--- src/hdl/sbpd_pkg.sv ---
package sbpd_pkg;

  localparam int unsigned MAX_ROWS    = 32;
  localparam int unsigned COLS_WIDE   = 80;
  localparam int unsigned COLS_NARROW = 40;
  localparam int unsigned CELL_LINES  = 8;

  localparam int unsigned BYTE_W   = 8;
  localparam int unsigned X_W      = 10;
  localparam int unsigned Y_W      = 8;
  localparam int unsigned COLOUR_W = 4;
  localparam int unsigned MODE_W   = 3;
  localparam int unsigned PAL_W    = 64;
  localparam int unsigned ROWS_W   = 6;
  localparam int unsigned LINE_W   = 3;
  localparam int unsigned COL_W    = 7;
  localparam int unsigned ROW_W    = 5;
  localparam int unsigned PIX_W    = 3;
  localparam int unsigned CFG_IDX_W = 2;
  localparam int unsigned OUT_DATA_W = 24;

  localparam int unsigned FIFO_DEPTH = 2;
  localparam int unsigned FIFO_PTR_W = (FIFO_DEPTH > 1) ? $clog2(FIFO_DEPTH) : 1;
  localparam int unsigned FIFO_CNT_W = $clog2(FIFO_DEPTH + 1);

  localparam logic [CFG_IDX_W-1:0] CFG_SCREEN_MODE = CFG_IDX_W'(0);
  localparam logic [CFG_IDX_W-1:0] CFG_PALETTE_MAP = CFG_IDX_W'(1);
  localparam logic [CFG_IDX_W-1:0] CFG_ROW_COUNT   = CFG_IDX_W'(2);

  localparam logic [MODE_W-1:0] MODE_0 = MODE_W'(0);
  localparam logic [MODE_W-1:0] MODE_1 = MODE_W'(1);
  localparam logic [MODE_W-1:0] MODE_2 = MODE_W'(2);
  localparam logic [MODE_W-1:0] MODE_4 = MODE_W'(4);
  localparam logic [MODE_W-1:0] MODE_5 = MODE_W'(5);

  localparam logic [MODE_W-1:0] MODE_RESET    = MODE_0;
  localparam logic [PAL_W-1:0]  PALETTE_RESET = PAL_W'(64'h70);
  localparam logic [ROWS_W-1:0] ROWS_RESET    = ROWS_W'(32);

  typedef enum logic [1:0] {
    PPC_8,
    PPC_4,
    PPC_2
  } ppc_e;

  typedef struct packed {
    logic [BYTE_W-1:0] screen_byte;
    ppc_e              ppc;
    logic [X_W-1:0]    x0;
    logic [Y_W-1:0]    y;
    logic              frame_end;
  } item_t;

endpackage

--- src/hdl/sbpd_front.sv ---
module sbpd_front (
  input  logic                           clk_i,
  input  logic                           rst_ni,
  input  logic                           s_axis_tvalid,
  output logic                           s_axis_tready,
  input  logic [sbpd_pkg::BYTE_W-1:0]    s_axis_tdata,   // [7:0] screen_byte
  input  logic                           cfg_valid_i,
  output logic                           cfg_ready_o,
  input  logic [sbpd_pkg::CFG_IDX_W-1:0] cfg_index_i,
  input  logic [sbpd_pkg::PAL_W-1:0]     cfg_data_i,
  output logic [sbpd_pkg::PAL_W-1:0]     palette_o,
  output logic                           push_o,
  output sbpd_pkg::item_t                item_o,
  input  logic                           full_i
);
  import sbpd_pkg::*;

  logic [MODE_W-1:0] mode_q;
  logic [PAL_W-1:0]  palette_q;
  logic [ROWS_W-1:0] rows_q;
  logic [LINE_W-1:0] line_q, line_d;
  logic [COL_W-1:0]  col_q, col_d;
  logic [ROW_W-1:0]  row_q, row_d;

  logic              s_accept;
  logic              supported;
  logic              narrow;
  ppc_e              ppc;
  logic [COL_W:0]    cols;
  logic [ROWS_W:0]   rows_eff;
  logic              last_line, last_col, last_row;
  logic [X_W-1:0]    x0;

  assign cfg_ready_o   = 1'b1;
  assign s_axis_tready = !full_i;
  assign s_accept      = s_axis_tvalid && s_axis_tready;
  assign palette_o     = palette_q;

  always_comb begin
    supported = 1'b1;
    ppc       = PPC_8;
    case (mode_q)
      MODE_0, MODE_4: ppc = PPC_8;
      MODE_1, MODE_5: ppc = PPC_4;
      MODE_2:         ppc = PPC_2;
      default:        supported = 1'b0;
    endcase
  end

  assign narrow = (mode_q == MODE_4) || (mode_q == MODE_5);
  assign cols   = narrow ? (COL_W+1)'(COLS_NARROW) : (COL_W+1)'(COLS_WIDE);

  always_comb begin
    rows_eff = (ROWS_W+1)'(rows_q);
    if (rows_q == '0) begin
      rows_eff = (ROWS_W+1)'(1);
    end else if ((ROWS_W+1)'(rows_q) > (ROWS_W+1)'(MAX_ROWS)) begin
      rows_eff = (ROWS_W+1)'(MAX_ROWS);
    end
  end

  assign last_line = line_q == LINE_W'(CELL_LINES - 1);
  assign last_col  = ((COL_W+1)'(col_q) + (COL_W+1)'(1)) >= cols;
  assign last_row  = ((ROWS_W+1)'(row_q) + (ROWS_W+1)'(1)) >= rows_eff;

  always_comb begin
    case (ppc)
      PPC_8:   x0 = X_W'(col_q) << 3;
      PPC_4:   x0 = X_W'(col_q) << 2;
      default: x0 = X_W'(col_q) << 1;
    endcase
  end

  always_comb begin
    line_d = line_q;
    col_d  = col_q;
    row_d  = row_q;
    if (last_line) begin
      line_d = '0;
      if (last_col) begin
        col_d = '0;
        row_d = last_row ? '0 : row_q + ROW_W'(1);
      end else begin
        col_d = col_q + COL_W'(1);
      end
    end else begin
      line_d = line_q + LINE_W'(1);
    end
  end

  assign push_o             = s_accept && supported;
  assign item_o.screen_byte = s_axis_tdata;
  assign item_o.ppc         = ppc;
  assign item_o.x0          = x0;
  assign item_o.y           = {row_q, line_q};
  assign item_o.frame_end   = last_line && last_col && last_row;

  always_ff @(posedge clk_i or negedge rst_ni) begin
    if (!rst_ni) begin
      mode_q    <= MODE_RESET;
      palette_q <= PALETTE_RESET;
      rows_q    <= ROWS_RESET;
      line_q    <= '0;
      col_q     <= '0;
      row_q     <= '0;
    end else begin
      if (cfg_valid_i && cfg_ready_o) begin
        case (cfg_index_i)
          CFG_SCREEN_MODE: mode_q    <= cfg_data_i[MODE_W-1:0];
          CFG_PALETTE_MAP: palette_q <= cfg_data_i;
          CFG_ROW_COUNT:   rows_q    <= cfg_data_i[ROWS_W-1:0];
          default: ;
        endcase
      end
      if (push_o) begin
        line_q <= line_d;
        col_q  <= col_d;
        row_q  <= row_d;
      end
    end
  end

`ifndef SYNTHESIS
  a_line_advance: assert property (@(posedge clk_i) disable iff (!rst_ni)
    (push_o && !last_line) |=> (line_q == $past(line_q) + LINE_W'(1)))
    else $error("line counter did not advance");

  a_drop_unsupported: assert property (@(posedge clk_i) disable iff (!rst_ni)
    (s_accept && !supported) |=> ($stable(line_q) && $stable(col_q) && $stable(row_q)))
    else $error("counters moved on a dropped byte");
`endif

endmodule

--- src/hdl/sbpd_fifo.sv ---
module sbpd_fifo (
  input  logic            clk_i,
  input  logic            rst_ni,
  input  logic            push_i,
  input  sbpd_pkg::item_t item_i,
  output logic            full_o,
  input  logic            pop_i,
  output sbpd_pkg::item_t item_o,
  output logic            empty_o
);
  import sbpd_pkg::*;

  item_t                 mem_q [FIFO_DEPTH];
  logic [FIFO_PTR_W-1:0] wr_q, rd_q;
  logic [FIFO_CNT_W-1:0] cnt_q;

  assign full_o  = cnt_q == FIFO_CNT_W'(FIFO_DEPTH);
  assign empty_o = cnt_q == '0;
  assign item_o  = mem_q[rd_q];

  always_ff @(posedge clk_i) begin
    if (push_i) begin
      mem_q[wr_q] <= item_i;
    end
  end

  always_ff @(posedge clk_i or negedge rst_ni) begin
    if (!rst_ni) begin
      wr_q  <= '0;
      rd_q  <= '0;
      cnt_q <= '0;
    end else begin
      if (push_i) begin
        wr_q <= (wr_q == FIFO_PTR_W'(FIFO_DEPTH - 1)) ? '0 : wr_q + FIFO_PTR_W'(1);
      end
      if (pop_i) begin
        rd_q <= (rd_q == FIFO_PTR_W'(FIFO_DEPTH - 1)) ? '0 : rd_q + FIFO_PTR_W'(1);
      end
      if (push_i && !pop_i) begin
        cnt_q <= cnt_q + FIFO_CNT_W'(1);
      end else if (pop_i && !push_i) begin
        cnt_q <= cnt_q - FIFO_CNT_W'(1);
      end
    end
  end

`ifndef SYNTHESIS
  a_no_overflow: assert property (@(posedge clk_i) disable iff (!rst_ni)
    full_o |-> !push_i)
    else $error("queue overflow");

  a_no_underflow: assert property (@(posedge clk_i) disable iff (!rst_ni)
    empty_o |-> !pop_i)
    else $error("queue underflow");
`endif

endmodule

--- src/hdl/sbpd_back.sv ---
module sbpd_back (
  input  logic                            clk_i,
  input  logic                            rst_ni,
  input  logic [sbpd_pkg::PAL_W-1:0]      palette_i,
  input  logic                            empty_i,
  input  sbpd_pkg::item_t                 item_i,
  output logic                            pop_o,
  output logic                            m_axis_tvalid,
  input  logic                            m_axis_tready,
  // [9:0] pixel_x, [17:10] pixel_y, [21:18] pixel_colour, [23:22] zero
  output logic [sbpd_pkg::OUT_DATA_W-1:0] m_axis_tdata,
  output logic                            m_axis_tlast,   // frame_done
  output logic                            m_axis_tuser    // byte_done
);
  import sbpd_pkg::*;

  logic [PIX_W-1:0]    pix_q;
  logic                valid_q;
  logic [X_W-1:0]      x_q;
  logic [Y_W-1:0]      y_q;
  logic [COLOUR_W-1:0] colour_q;
  logic                byte_done_q, frame_done_q;

  logic                load;
  logic [PIX_W-1:0]    last_idx;
  logic [X_W-1:0]      x;
  logic [COLOUR_W-1:0] idx;
  logic [COLOUR_W-1:0] colour;
  logic                last_pix;
  logic [BYTE_W-1:0]   b;

  assign b    = item_i.screen_byte;
  assign load = !valid_q || m_axis_tready;

  always_comb begin
    case (item_i.ppc)
      PPC_8: begin
        last_idx = PIX_W'(7);
        x        = item_i.x0 + X_W'(PIX_W'(7) - pix_q);
        idx      = {3'b000, b[pix_q]};
      end
      PPC_4: begin
        last_idx = PIX_W'(3);
        x        = item_i.x0 + X_W'(pix_q);
        idx      = {2'b00, b[PIX_W'(7) - pix_q], b[PIX_W'(3) - pix_q]};
      end
      default: begin
        last_idx = PIX_W'(1);
        x        = item_i.x0 + X_W'(pix_q);
        idx      = {b[PIX_W'(7) - pix_q], b[PIX_W'(5) - pix_q],
                    b[PIX_W'(3) - pix_q], b[PIX_W'(1) - pix_q]};
      end
    endcase
  end

  assign colour   = palette_i[{idx, 2'b00} +: COLOUR_W];
  assign last_pix = pix_q == last_idx;
  assign pop_o    = load && !empty_i && last_pix;

  always_ff @(posedge clk_i or negedge rst_ni) begin
    if (!rst_ni) begin
      valid_q <= 1'b0;
      pix_q   <= '0;
    end else if (load) begin
      valid_q <= !empty_i;
      if (!empty_i) begin
        pix_q <= last_pix ? '0 : pix_q + PIX_W'(1);
      end
    end
  end

  always_ff @(posedge clk_i) begin
    if (load && !empty_i) begin
      x_q          <= x;
      y_q          <= item_i.y;
      colour_q     <= colour;
      byte_done_q  <= last_pix;
      frame_done_q <= last_pix && item_i.frame_end;
    end
  end

  assign m_axis_tvalid = valid_q;
  assign m_axis_tdata  = {(OUT_DATA_W - X_W - Y_W - COLOUR_W)'(0), colour_q, y_q, x_q};
  assign m_axis_tlast  = frame_done_q;
  assign m_axis_tuser  = byte_done_q;

`ifndef SYNTHESIS
  a_pix_in_range: assert property (@(posedge clk_i) disable iff (!rst_ni)
    !empty_i |-> (pix_q <= last_idx))
    else $error("pixel counter past end of byte");

  a_idle_counter: assert property (@(posedge clk_i) disable iff (!rst_ni)
    empty_i |-> (pix_q == '0))
    else $error("pixel counter not cleared with queue empty");
`endif

endmodule

--- src/hdl/screen_byte_pixel_decoder.sv ---
// Screen byte pixel decoder.
// Input stream (s_axis_*): one screen-memory byte per request, in address
// order. Output stream (m_axis_*): one pixel per request with its x, y and
// palette colour; tuser flags the last pixel of a byte, tlast the last pixel
// of the picture. Bytes in modes 3, 6 and 7 are taken and produce nothing.
// Configuration (cfg_*): index 0 screen mode, 1 palette, 2 row count; writes
// are always taken and must be made only while no pixels are outstanding.
// A taken byte is written into the queue; its first pixel is then put in
// the output register. The pixel stage emits one pixel per cycle while the
// receiver takes them: 8 per byte in modes 0/4, 4 in modes 1/5, 2 in mode 2.
// The front takes a byte every cycle while the two-entry queue has room.
// Reset clears the position counters, the queue and the output valid flag
// and loads mode 0, palette 0x70 and 32 rows.
// When the receiver stalls the current pixel holds; the queue fills and then
// tready drops until pixels drain.
module screen_byte_pixel_decoder (
  input  logic                            clk_i,
  input  logic                            rst_ni,
  input  logic                            s_axis_tvalid,
  output logic                            s_axis_tready,
  input  logic [sbpd_pkg::BYTE_W-1:0]     s_axis_tdata,   // [7:0] screen_byte
  output logic                            m_axis_tvalid,
  input  logic                            m_axis_tready,
  // [9:0] pixel_x, [17:10] pixel_y, [21:18] pixel_colour, [23:22] zero
  output logic [sbpd_pkg::OUT_DATA_W-1:0] m_axis_tdata,
  output logic                            m_axis_tlast,   // frame_done
  output logic                            m_axis_tuser,   // byte_done
  input  logic                            cfg_valid_i,
  output logic                            cfg_ready_o,
  input  logic [sbpd_pkg::CFG_IDX_W-1:0]  cfg_index_i,
  input  logic [sbpd_pkg::PAL_W-1:0]      cfg_data_i
);
  import sbpd_pkg::*;

  logic [PAL_W-1:0] palette;
  logic             push, pop, full, empty;
  item_t            wr_item, rd_item;

  sbpd_front u_front (
    .clk_i         (clk_i),
    .rst_ni        (rst_ni),
    .s_axis_tvalid (s_axis_tvalid),
    .s_axis_tready (s_axis_tready),
    .s_axis_tdata  (s_axis_tdata),
    .cfg_valid_i   (cfg_valid_i),
    .cfg_ready_o   (cfg_ready_o),
    .cfg_index_i   (cfg_index_i),
    .cfg_data_i    (cfg_data_i),
    .palette_o     (palette),
    .push_o        (push),
    .item_o        (wr_item),
    .full_i        (full)
  );

  sbpd_fifo u_fifo (
    .clk_i   (clk_i),
    .rst_ni  (rst_ni),
    .push_i  (push),
    .item_i  (wr_item),
    .full_o  (full),
    .pop_i   (pop),
    .item_o  (rd_item),
    .empty_o (empty)
  );

  sbpd_back u_back (
    .clk_i         (clk_i),
    .rst_ni        (rst_ni),
    .palette_i     (palette),
    .empty_i       (empty),
    .item_i        (rd_item),
    .pop_o         (pop),
    .m_axis_tvalid (m_axis_tvalid),
    .m_axis_tready (m_axis_tready),
    .m_axis_tdata  (m_axis_tdata),
    .m_axis_tlast  (m_axis_tlast),
    .m_axis_tuser  (m_axis_tuser)
  );

endmodule
--- config.mk ---
export PLATFORM = sky130hd
export DESIGN_NAME = screen_byte_pixel_decoder
export DESIGN_NICKNAME = d
export VERILOG_FILES = /design/src/hdl/sbpd_pkg.sv /design/src/hdl/sbpd_front.sv /design/src/hdl/sbpd_fifo.sv /design/src/hdl/sbpd_back.sv /design/src/hdl/screen_byte_pixel_decoder.sv
export SDC_FILE = /design/constraint.sdc
export NUM_CORES = 1
export LEC_CHECK = 0
export BUFFER_PORTS_ARGS = -buffer_cell sky130_fd_sc_hd__clkbuf_2
export CAP_MARGIN = 20
export CORE_MARGIN = 2
export CORE_UTILIZATION = 58
export DETAILED_ROUTE_END_ITERATION = 12
export GPL_ROUTABILITY_DRIVEN = 0
export GPL_TIMING_DRIVEN = 1
export PLACE_DENSITY = 0.77
export SLEW_MARGIN = 5
export SYNTH_ARGS = -nofsm -noshare
export SYNTH_HDL_FRONTEND = slang
export SYNTH_HIERARCHICAL = 1
export SYNTH_SLANG_ARGS = --single-unit
--- constraint.sdc ---
create_clock -name clk_i -period 3.55 [get_ports clk_i]
set_input_delay 0 -clock clk_i [delete_from_list [all_inputs] [get_ports clk_i]]
set_output_delay 0 -clock clk_i [all_outputs]
set_load 0.01 [all_outputs]
# == Yosys cells after proc, flatten, opt, wreduce, memory -nomap -nowiden ==
# Memory sizes are Yosys's and may differ from the RTL's.
# Index checks and enable logic that the tools add are counted.
# totals
memories,1
regBits,120
out_inout_bits,29
ram_bits,58
wordCells,115
# mem_list
name,depth,word_bits,read_ports,rd_clocked_by_memory_dff,write_ports,line_no,text
u_fifo.mem_q,2,29,1,0,1,sbpd_fifo.sv:13,item_t mem_q [FIFO_DEPTH];
# classes
addsub,17
n_reduce_logical,31
n_mux,29
order_cmp,8
eq_ne,11
bitwise_logic,1
shift,1
# op_table
cell,n
indexed part select 64 x 7 -> 4 bit,1
two-way mux 7 bit,3
"less-than comparator 3 x 4 -> 1 bit, second input constant",5
one-hot mux 10 bit (2 select lines),1
binary-select mux 1 bit (select 3 bit),5
adder 10 bit,1
adder 10 x 3 -> 10 bit,1
two-way mux 1 bit,10
two-way mux 10 bit,1
AND reduction 2 bit,5
"== test 3 bit, second input constant",3
logical AND 1 bit,9
"adder 7 x 1 -> 8 bit, second input constant",1
>= comparator 8 bit,1
logical NOT 2 bit,4
one-hot mux 4 bit (2 select lines),1
"adder 7 x 1 -> 7 bit, second input constant",1
>= comparator 7 bit,1
"adder 3 x 1 -> 3 bit, second input constant",2
"adder 5 x 1 -> 6 bit, second input constant",1
"== test 2 x 1 -> 1 bit, second input constant",3
"greater-than comparator 6 bit, second input constant",1
logical NOT 6 bit,1
two-way mux 3 bit,2
other kinds (25),34

# == Logic depth before layout (Yosys ltp) ==
# logic_depth
word_depth,8
mapped_depth,13
mapped_depth_nobuf,10

# == By module ==
# The synthesis kept the hierarchy.
# by_module_without_submodules
module,area_per_inst_um2,cells_each,n_inst
sbpd_front,4160.2,326,1
sbpd_fifo,2397.3,106,1
sbpd_back,2094.5,182,1

# == Worst setup path after synthesis ==
# Ideal clock, no wire load.
# synth_timing
path_type,reg2reg
startpoint,register u_fifo.rd_q
endpoint,register u_back.colour_q[0] (data pin)
setup_slack_ps,537
path_stages_with_launch,12
t_required_ps,3289
arrival_ps,2752
setup_ps,261
synth_period_minus_slack_ps,3013
n_path_buf,3
path_cell_list,dfrtp_1 buf_6 mux2_4 mux4_2 o311ai_0 o211ai_1 a21boi_2 buf_4 buf_2 nor2_1 a21oi_1 a221o_1
# synth_lines
item,line_no,text
"start, declared",sbpd_fifo.sv:14,"logic [FIFO_PTR_W-1:0] wr_q, rd_q;"
"start signal, assigned",sbpd_fifo.sv:37,rd_q <= (rd_q == FIFO_PTR_W'(FIFO_DEPTH - 1)) ? '0 : rd_q + FIFO_PTR_W'(1);
"end signal, assigned",sbpd_back.sv:76,colour_q <= colour;
"end, declared",sbpd_back.sv:21,logic [COLOUR_W-1:0] colour_q;

==> results summary <==
The layout overhead on the synthesized area is 22.1%. The xor-xnor portion of the synthesized cell area is under 10%. The remaining antenna violation count after routing came out at 0. The synthesized design spends more area on one cell type than any other, namely edfxtp_1. The worst slack after detailed placement is 315 ps. The area of the core is 14500 um^2.

The internal cell power came out at between 5 and 6 mW. The initial antenna violation count is 2. The tightest slew margin relative to the limit is 41.8%. In the post-synthesis netlist, the cell with the most instances is dfrtp_1. The proportion of power drawn by combinational gates came out at 38.8%. The share of async-settable or async-resettable flops after synthesis is 53.9%. The clock tree skew after final layout is between 7 and 8 ps. The number of cells on the worst hold path is 3. The cell seen most often among critical-path stages is buf_4. The wire length per cell came out at 19.0 um. The highest clock rate came out at a little over 300 MHz. The share of the synthesized area in compound gates (AO/OA/AOI/OAI) came out at 5.54%. Measured against the total synthesized area, the mux share comes to 22.1%.

Setup repair after global routing left no endpoint under its margin. The final net count came out at 882. From left edge to right edge, the die measures 126 um. The starting density of the core is 59.5%. The final total power came out at 8.28 mW.

The most common flop cell mapped by yosys is dfrtp_1. The area of the die came out at 15900 um^2. The area fraction of the dominant cell type after synthesis came out at 28.5%. By area the synthesized netlist is led by edfxtp_1 (28%), dfrtp_1 (27%), mux2_2 (12%). STA classifies the critical path endpoint as a flip-flop. The worst path needs 3280 ps of the cycle, external delays included. At the later pin of the worst-skew pair, clock insertion delay measures 430 ps.

The final hold violation count is 0. The H-tree generated during clock tree synthesis spans 4 levels. The power density over the cells is 784 nW/um^2. The count of synthesis-stage warnings from yosys came out at 6.

For the pin with the worst max-slew slack, the measured transition is a little under 900 ps. Counting flops with a built-in enable in the synthesized netlist gives 82. The number of cells on the critical path is 10. The clock network burns 23.2% of the power. The number of vias per cell after detailed routing is 5.59. The detailed router's first-iteration violation count is 521. Walking the worst path, the cells encountered are buf_4, mux2_4, mux4_2, a22oi_1, a21oi_4, buf_4, mux2i_1, mux2_2, o22ai_1, a221o_1. The met3 wirelength from detailed routing came out at 816 um. The maximum number of pins on one net before global-route repair came out at 65. The number of gates resized after cts came out at 0.

The number of buffers and inverters on the critical path is 2. The cell area after layout came out at 10600 um^2. The worst-case hold slack is 30.5 ps. TritonCTS built the clock tree. The setup path with the least slack is of type reg2reg. After detailed routing, the number of remaining DRC violations is 0.

Across the run, the number of max-cap violations was 0. The sequential fraction of the synthesis area is 56.3%. The adder-cell area share of the yosys netlist is 2.98%.

The post-CTS setup buffer count is 0. The critical path required time came out at 3720 ps. Cells with a size suffix above 1 make up 36.9% of the layout.

The overall die height is 126 um. The share of synthesized cell area in and, or, nand and nor gates is 6.88%. The tree is rooted in a clkbuf_16. The count of different cell masters after synthesis is 60. The worst vdd rail ir drop came out at between 0.4 and 0.5 mV. During placement, the flow inserted port buffers numbering 104.

Synthesis inferred 178 register bits. The longest clock path from root to sink contains 2 buffers. The number of rows created at floorplan is 44. The setup TNS is 0 ps. The switching power as a share of total power is between 30% and 40%. The final-report max-slew violation count is 0. The global router's overall resource usage came out at 24.4%.

In this run the cell area of the synthesized design comes to 8650 um^2. The placed instances occupy a cell area of 9210 um^2. The count of cells in the finished layout, fillers not included, comes to 982. The detailed router used layers up to and including met4.

The first-pass iteration count of the detailed router came out at 5. The total I/O pin count is 108. The power share of the sequential group came out at 38.0%. The post-detailed-routing wire length came out at ~19000 um. The worst setup path is launched from a flip-flop. The average cell area after synthesis is 14.1 um^2. After synthesis, the largest family of logic cells by area is multiplexers. The commonest cells after synthesis are dfrtp_1 (92), mux2_2 (89), edfxtp_1 (82). The clock transition at the registers of the reported paths came out at about 70 ps.

The delay contributed by the slowest stage of the critical path is 550 ps. The critical-path maximum fanout came out at 18. The number of clock sinks is 178. The type of the most critical hold path is in2reg. In this design, the largest share of critical-path delay is due to multiplexers. After detailed routing, the wire length on met1 is just under 8000 um. The slack of the critical path is roughly 270 ps. The remaining global-route overflow came out at 0. The final critical-path share of the clock period came out at 92.3%. The analysis attributes to net switching a power of about 2.8 mW. For this block, the via count after detailed routing is approximately 5500.

Among all stages on the critical path, the largest delay is contributed by mux4_2. The placed cell count is 874. The routed design uses between 9000 and 10000 um of met2 wire. The end-of-flow core utilization is 72.7%. The number of buffers inserted during clock tree synthesis came out at 17. The flow ran to the end, and the final reports show no timing, DRC or antenna violations.

Summed over all cells, the static leakage comes to 4.56 nW. The number of setup violations in the final report is 0. The synthesized netlist cell count came out at 614.

The HPWL after detailed placement came out at 11800 um. Data arrives at the worst endpoint at 3450 ps. The number of global-route vias before repair was 5740. The first-pass GRT wire length is 29900 um. The length in cells of the worst reg-to-reg path came out at 10.
## state kept, by name (all words and copies together), names as in the netlist, 2 cells and up
signal             flops
u_back/x_q            10
u_fifo/mem_q          58
u_back/colour_q        4
u_back/pix_q           3
u_front/palette_o     64
u_fifo/cnt_q           2
u_front/rows_q         6
u_back/y_q             8
u_front/col_q          7
u_front/line_q         3
u_front/mode_q         3
u_front/row_q          5
## area by class of cell
class / count / area, um^2
clock inverter: 15 / 178
inverter: 11 / 41.3
fill: 928 / 3970
clock buffer: 17 / 425
tap: 184 / 230
antenna: 2 / 5.00
timing repair buffer: 190 / 1350
sequential: 178 / 4870
multi-input combinational: 385 / 3460
## worst reg2reg max path, stage by stage, from the launching register on
cell     delay, ps
dfrtp_1        380
buf_4          200
mux2_4         320
mux4_2         550
a22oi_1        310
a21oi_4        250
buf_4          300
mux2i_1        190
mux2_2         170
o22ai_1         80
a221o_1        270
## power by group through the flow
stage,clock (mW),sequential (mW),combinational (mW)
2_1_floorplan,0,3.09,2.43
3_3_place_gp,0,3.15,2.96
3_5_place_dp,0,3.17,3.09
4_1_cts,1.93,3.14,3.19
5_1_grt,2.04,3.20,3.49
6_report,1.92,3.15,3.21
## cell families (layout without fill, tap and decap cells)
group,count (synthesis),in the layout
buf+inv,52,233
flops,178,178
simple gates,119,119
compound gates,61,61
mux,159,159
xor+xnor,22,22
fa+ha+maj,20,20
other cells,3,6
## repair_timing
item	CTS	global route
endpoints found under the hold margin	145	0
endpoints found under the setup margin	0	0
hold buffers	74	0
## cells in the final DEF (no fill, tap or decap), types with 17 or more instances in the layout
| cell | synthesis | layout |
|---|---|---|
| clkbuf_2 | 0 | 103 |
| dfrtp_1 | 92 | 92 |
| mux2_2 | 89 | 89 |
| edfxtp_1 | 82 | 82 |
| dlygate4sd3_1 | 0 | 74 |
| nand2_1 | 46 | 46 |
| mux2i_1 | 31 | 31 |
| mux2_4 | 30 | 30 |
| nor2_1 | 23 | 23 |
| ha_1 | 19 | 19 |
| clkbuf_16 | 0 | 17 |
## metal layers
layer	track usage (%)	vias up
li1	-	2552
met5	0	-
met4	9.76	0
met3	4.25	37
met1	31.0	2732
met2	41.8	170
## worst paths after layout
path | start | to | slack [ps]
setup / recovery | u_fifo/rd_q$_DFFE_PN0P_ | u_back/colour_q[3]$_DFFE_PP_ | 270
hold / removal | cfg_index_i[1] | u_front/mode_q[2]$_DFFE_PN0P_ | 30
setup reg to reg | u_fifo/rd_q$_DFFE_PN0P_ | u_back/colour_q[3]$_DFFE_PP_ | 270
hold reg to reg | u_fifo/cnt_q[1]$_DFFE_PN0P_ | u_fifo/cnt_q[1]$_DFFE_PN0P_ | 490
max in group asynchronous | rst_ni | u_front/palette_o[6]$_DFFE_PN1P_ | 2340
min in group asynchronous | rst_ni | u_fifo/wr_q$_DFFE_PN0P_ | 170
(Power assumes the default switching activity.)
